<file path="src/design/cfn_pkg.sv">
package cfn_pkg;
  localparam int unsigned TableSlotsDef = 256;
  localparam int unsigned MaxAtomsDef   = 128;
  localparam int unsigned MaxNameLenDef = 64;
  localparam int unsigned StoreBytesDef = 4096;

  localparam logic [31:0] FnvOffset = 32'd2166136261;
  localparam logic [31:0] FnvPrime  = 32'd16777619;

  localparam logic [2:0] StFound    = 3'd0;
  localparam logic [2:0] StInserted = 3'd1;
  localparam logic [2:0] StEmpty    = 3'd2;
  localparam logic [2:0] StFull     = 3'd3;
  localparam logic [2:0] StLong     = 3'd4;

  // Request handed from front to back
  typedef struct packed {
    logic        lookup;   // 1: run a lookup, 0: emit the fixed status
    logic [2:0]  code;     // status when no lookup runs
    logic [31:0] hash;
    logic [7:0]  len;
  } cfn_req_t;

  function automatic logic [7:0] fold_ascii(input logic [7:0] c);
    return (c >= 8'd65 && c <= 8'd90) ? c + 8'd32 : c;
  endfunction
endpackage

</file>
<file path="src/design/cfn_front.sv">
// Front: fold, hash and stage name bytes; emit one request per finished name
module cfn_front import cfn_pkg::*; #(
  parameter int unsigned MAX_NAME_LEN = MaxNameLenDef,
  localparam int unsigned NW = $clog2(MAX_NAME_LEN)
) (
  input  logic           clk,
  input  logic           rst,
  input  logic [7:0]     name_byte,
  input  logic           last_byte,
  input  logic           empty_name,
  input  logic           in_valid,
  output logic           in_ready,
  output logic           req_valid,
  output cfn_req_t       req,
  input  logic           req_ready,
  // staging read port for the back part
  input  logic [NW-1:0]  stage_addr,
  output logic [7:0]     stage_data,
  input  logic           stage_release
);
  logic [7:0]  staging_name [MAX_NAME_LEN];
  logic [31:0] running_hash;
  logic [7:0]  byte_count;
  logic        overlong_flag;
  logic        busy;     // staging buffer owned by back part
  logic [7:0]  c;
  logic [31:0] hash_x;
  logic [31:0] hash_next;
  logic        acc;

  assign in_ready = !req_valid && !busy;
  assign acc = in_valid && in_ready;
  assign c = fold_ascii(name_byte);
  assign hash_x = running_hash ^ {24'd0, c};
  assign hash_next = hash_x * FnvPrime;

  // Stage folded bytes
  always_ff @(posedge clk) begin
    if (acc && !empty_name && byte_count < 8'(MAX_NAME_LEN))
      staging_name[byte_count[NW-1:0]] <= c;
    stage_data <= staging_name[stage_addr];
  end

  // Accumulate and hand over
  always_ff @(posedge clk) begin
    if (rst) begin
      running_hash  <= FnvOffset;
      byte_count    <= '0;
      overlong_flag <= 1'b0;
      req_valid     <= 1'b0;
      busy          <= 1'b0;
    end else begin
      if (req_valid && req_ready) begin
        req_valid <= 1'b0;
        busy      <= req.lookup;
      end
      if (stage_release) busy <= 1'b0;
      if (acc) begin
        if (empty_name) begin
          req_valid <= 1'b1;
          req       <= '{lookup: 1'b0, code: StEmpty, hash: '0, len: '0};
          running_hash <= FnvOffset;
          byte_count <= '0;
          overlong_flag <= 1'b0;
        end else if (last_byte) begin
          req_valid <= 1'b1;
          req.lookup <= !(overlong_flag || byte_count >= 8'(MAX_NAME_LEN));
          req.code <= StLong;
          req.hash <= (hash_next == '0) ? 32'd1 : hash_next;
          req.len  <= (byte_count < 8'(MAX_NAME_LEN)) ? byte_count + 8'd1 : byte_count;
          running_hash <= FnvOffset;
          byte_count <= '0;
          overlong_flag <= 1'b0;
        end else begin
          running_hash <= hash_next;
          if (byte_count < 8'(MAX_NAME_LEN)) byte_count <= byte_count + 8'd1;
          else overlong_flag <= 1'b1;
        end
      end
    end
  end
endmodule

</file>
<file path="config.mk">
export PLATFORM = sky130hd
export DESIGN_NAME = cfn_front
export DESIGN_NICKNAME = d
export VERILOG_FILES = /design/src/design/cfn_pkg.sv /design/src/design/cfn_front.sv
export SDC_FILE = /design/constraint.sdc
export NUM_CORES = 1
export LEC_CHECK = 0
export ABC_AREA = 1
export BUFFER_PORTS_ARGS = -buffer_cell sky130_fd_sc_hd__buf_2
export CORE_MARGIN = 5
export CORE_UTILIZATION = 35
export DETAILED_ROUTE_END_ITERATION = 6
export SYNTH_ARGS = -nofsm -noshare
export SYNTH_HDL_FRONTEND = slang
export SYNTH_SLANG_ARGS = --single-unit
</file>
<file path="constraint.sdc">
create_clock -name clk -period 19.13 [get_ports clk]
set_clock_uncertainty 0.1 [all_clocks]
set_input_delay 1.913 -clock clk [delete_from_list [all_inputs] [get_ports clk]]
set_output_delay 1.913 -clock clk [all_outputs]
set_load 0.05 [all_outputs]
</file>
==> run summary <==
vias in the first global route = 19496
global route overflow = 0
total wire length = 80.4 mm
# hold bufs at CTS = 0
Port-buffer cells = 73
Final Cycle Share = 47.1%
share of cells above drive strength 1 = 7.01%
ranking of synthesized cells by area = edfxtp_1 (56%), ha_1 (7.9%), nor2_1 (6.4%), o21ai_0 (5.9%), fa_1 (5.0%)
DRC Markers = 0
die outline width = 302 um
CTS tree = yes
post-DR vias/cell = 5.15
Die Y = 302 um
count of cell types in the netlist = 42
outcome = finished clean
synthesized area = 29800 um^2
synthesized flop and latch total = 606
Starting Density = 35.1%
drt first pass iters = 5
setup tns final = 0 ns
fmax = 111 MHz
CP most frequent cell = ha_1
final setup vio count = 0
fillers = 8202
Syn-to-layout area delta = 11.5%
WP data required = 19.35 ns
placer congestion estimate = 0.884
core area = 84900 um^2
Worst Path Max Fanout = 67
Root Buffer = clkbuf_16
critical path capture point type = flip-flop
initial DRC count = 1901
Diodes inserted = 0
die area = 91100 um^2
Global Route Usage Sum = 17.3%
H-Tree Depth = 2
Max-slew headroom = 23.4%
I/O Pins = 75
WL/cell = 20.6 um
CTS max path bufs = 3
CTS sink count = 606
Final Util = 39.2%
Main synth FF type = edfxtp_1
Post CTS Setup Buffer Count = 0
Post-Syn Instances = 2684
Worst setup SP type = input port
post-synthesis async set-or-reset flop share = 0%
Hold WC Path Type = flip-flop to flip-flop
first-pass GRT wire length = 121 mm
Num CTS Buffers = 58
Worst path slowest cell = nand2_1
later-pin clock latency in the skew report = 0.62 ns
antenna violations before repair = 3
Worst-path clk slew = 0.06 ns
maxcap violations = 0
Crit path arrival time = 9.22 ns
row count = 107
largest net degree at the start of global routing = 114
slowest stage delay, CP = 0.86 ns
number of synthesized flops with an enable pin = 555
DRT antenna net count = 0
Syn Area/Cell = 11.1 um^2
Synthesized Nets = 2967
Hold Fails Final Rpt = 0
min Tclk post-route = 9.01 ns
RSZ-0062 raised after global routing = false
Critical Setup Path Class = input port to flip-flop
nets = 3003
post-CTS resize count = 0
Yosys top cell area share = 55.9%
Yosys warning count = 0
HPWL Detailed = 52.5 mm
Worst-Margin Slew = 1.15 ns
area leader, netlist = edfxtp_1
routed vias = 20144
Final Max Tran Viols = 0
register area share after synthesis = 59.3%
[synth_stat cells, drive strengths merged, types with 2 or more instances]
| cell type | instances |
|---|---|
| xor2 | 20 |
| xnor2 | 20 |
| clkbuf | 116 |
| nor2 | 509 |
| buf | 8 |
| edfxtp | 555 |
| o21ai | 353 |
| nand2 | 183 |
| dfxtp | 51 |
| ha | 188 |
| nand3 | 45 |
| a22oi | 2 |
| a21boi | 2 |
| o221ai | 19 |
| o21a | 5 |
| o22ai | 137 |
| nand3b | 2 |
| a21oi | 64 |
| nor4 | 2 |
| nand4 | 12 |
| inv | 268 |
| fa | 74 |
| or2 | 5 |
| o21bai | 3 |
| nor3 | 12 |
| o211ai | 12 |
| a21o | 4 |
| o32ai | 6 |
[worst paths after layout]
path / from / endpoint / slack, ns / cells after the start
max: name_byte[4] / req[31] / 10.12 / 28
max reg2reg: running_hash[0] / req[31] / 12.02 / 22
min reg2reg: overlong_flag / overlong_flag / 0.38 / 1
min: overlong_flag / overlong_flag / 0.38 / 1
[state kept, by name, summed over array words and instances (netlist names)]
name           cells
busy               1
byte_count         8
overlong_flag      1
req               43
req_valid          1
running_hash      32
stage_data         8
staging_name     512
[stage by stage]
| step | setup slack [ns] | cells | hold slack (ns) | area, um^2 |
|---|---|---|---|---|
| final | 10.12 | 3910 | 0.377 | 33200 |
| after global routing | 9.65 | 3910 | 0.405 | 33200 |
| after CTS | 10.20 | 3910 | 0.382 | 33200 |
| after detailed placement | 9.54 | 3804 | 0.368 | 31300 |
| after global placement | 9.64 | 3804 | 0.350 | 31300 |
| after floorplan | 11.09 | 2684 | 0.342 | 29800 |
[worst max-delay path: cells and delay by family]
kind / cells / cell delay [ns]
fa+ha+maj: 8 / 2.76
compound gates: 4 / 1.05
xor+xnor: 2 / 0.80
buf+inv: 4 / 0.73
simple gates: 10 / 1.87
[cells by family (layout without fill, tap and decap cells)]
| family | after synthesis | count (layout) | share of synthesized area (%) |
|---|---|---|---|
| simple gates | 773 | 773 | 10.2 |
| compound gates | 609 | 609 | 11.4 |
| flops | 606 | 606 | 59.3 |
| buf+inv | 393 | 475 | 5.02 |
| fa+ha+maj | 262 | 262 | 12.9 |
| xor+xnor | 40 | 40 | 1.18 |
| other cells | 1 | 1 | 0.0126 |
[area by class of cell]
class	count	area (um^2)	share of cell area, %
clock inverters	24	309	0.930
well taps	1144	1430	4.31
inverters	269	1020	3.06
clock buffers	82	1580	4.76
flip-flops and latches	606	17700	53.2
multi-input cells	1685	10600	32.0
repair buffers	100	577	1.74
[per-layer routing]
| metal | up-vias | track usage (%) | part of all wire (%) |
|---|---|---|---|
| li1 | 9475 | - | - |
| met1 | 9804 | 24.3 | 44 |
| met2 | 722 | 27.7 | 46 |
| met3 | 143 | 2.74 | 6.8 |
| met4 | 0 | 5.85 | 3.6 |
| met5 | - | 0 | 0 |
[placed cells by master (no fill, tap or decap), types with 11 or more instances in the layout]
master	count
a21oi_1	64
nand4_1	12
nor3_1	11
buf_4	28
buf_2	71
o211ai_1	12
clkbuf_16	58
dfxtp_1	51
edfxtp_1	555
clkbuf_1	20
nand2_1	180
o221ai_1	19
nand3_1	45
ha_1	188
nor2_1	507
xnor2_1	20
o21ai_0	352
inv_1	264
xor2_1	20
o22ai_1	137
fa_1	74
Power is not shown: default switching activity piles up to over one toggle a cycle in this logic, so the estimate is an artifact.
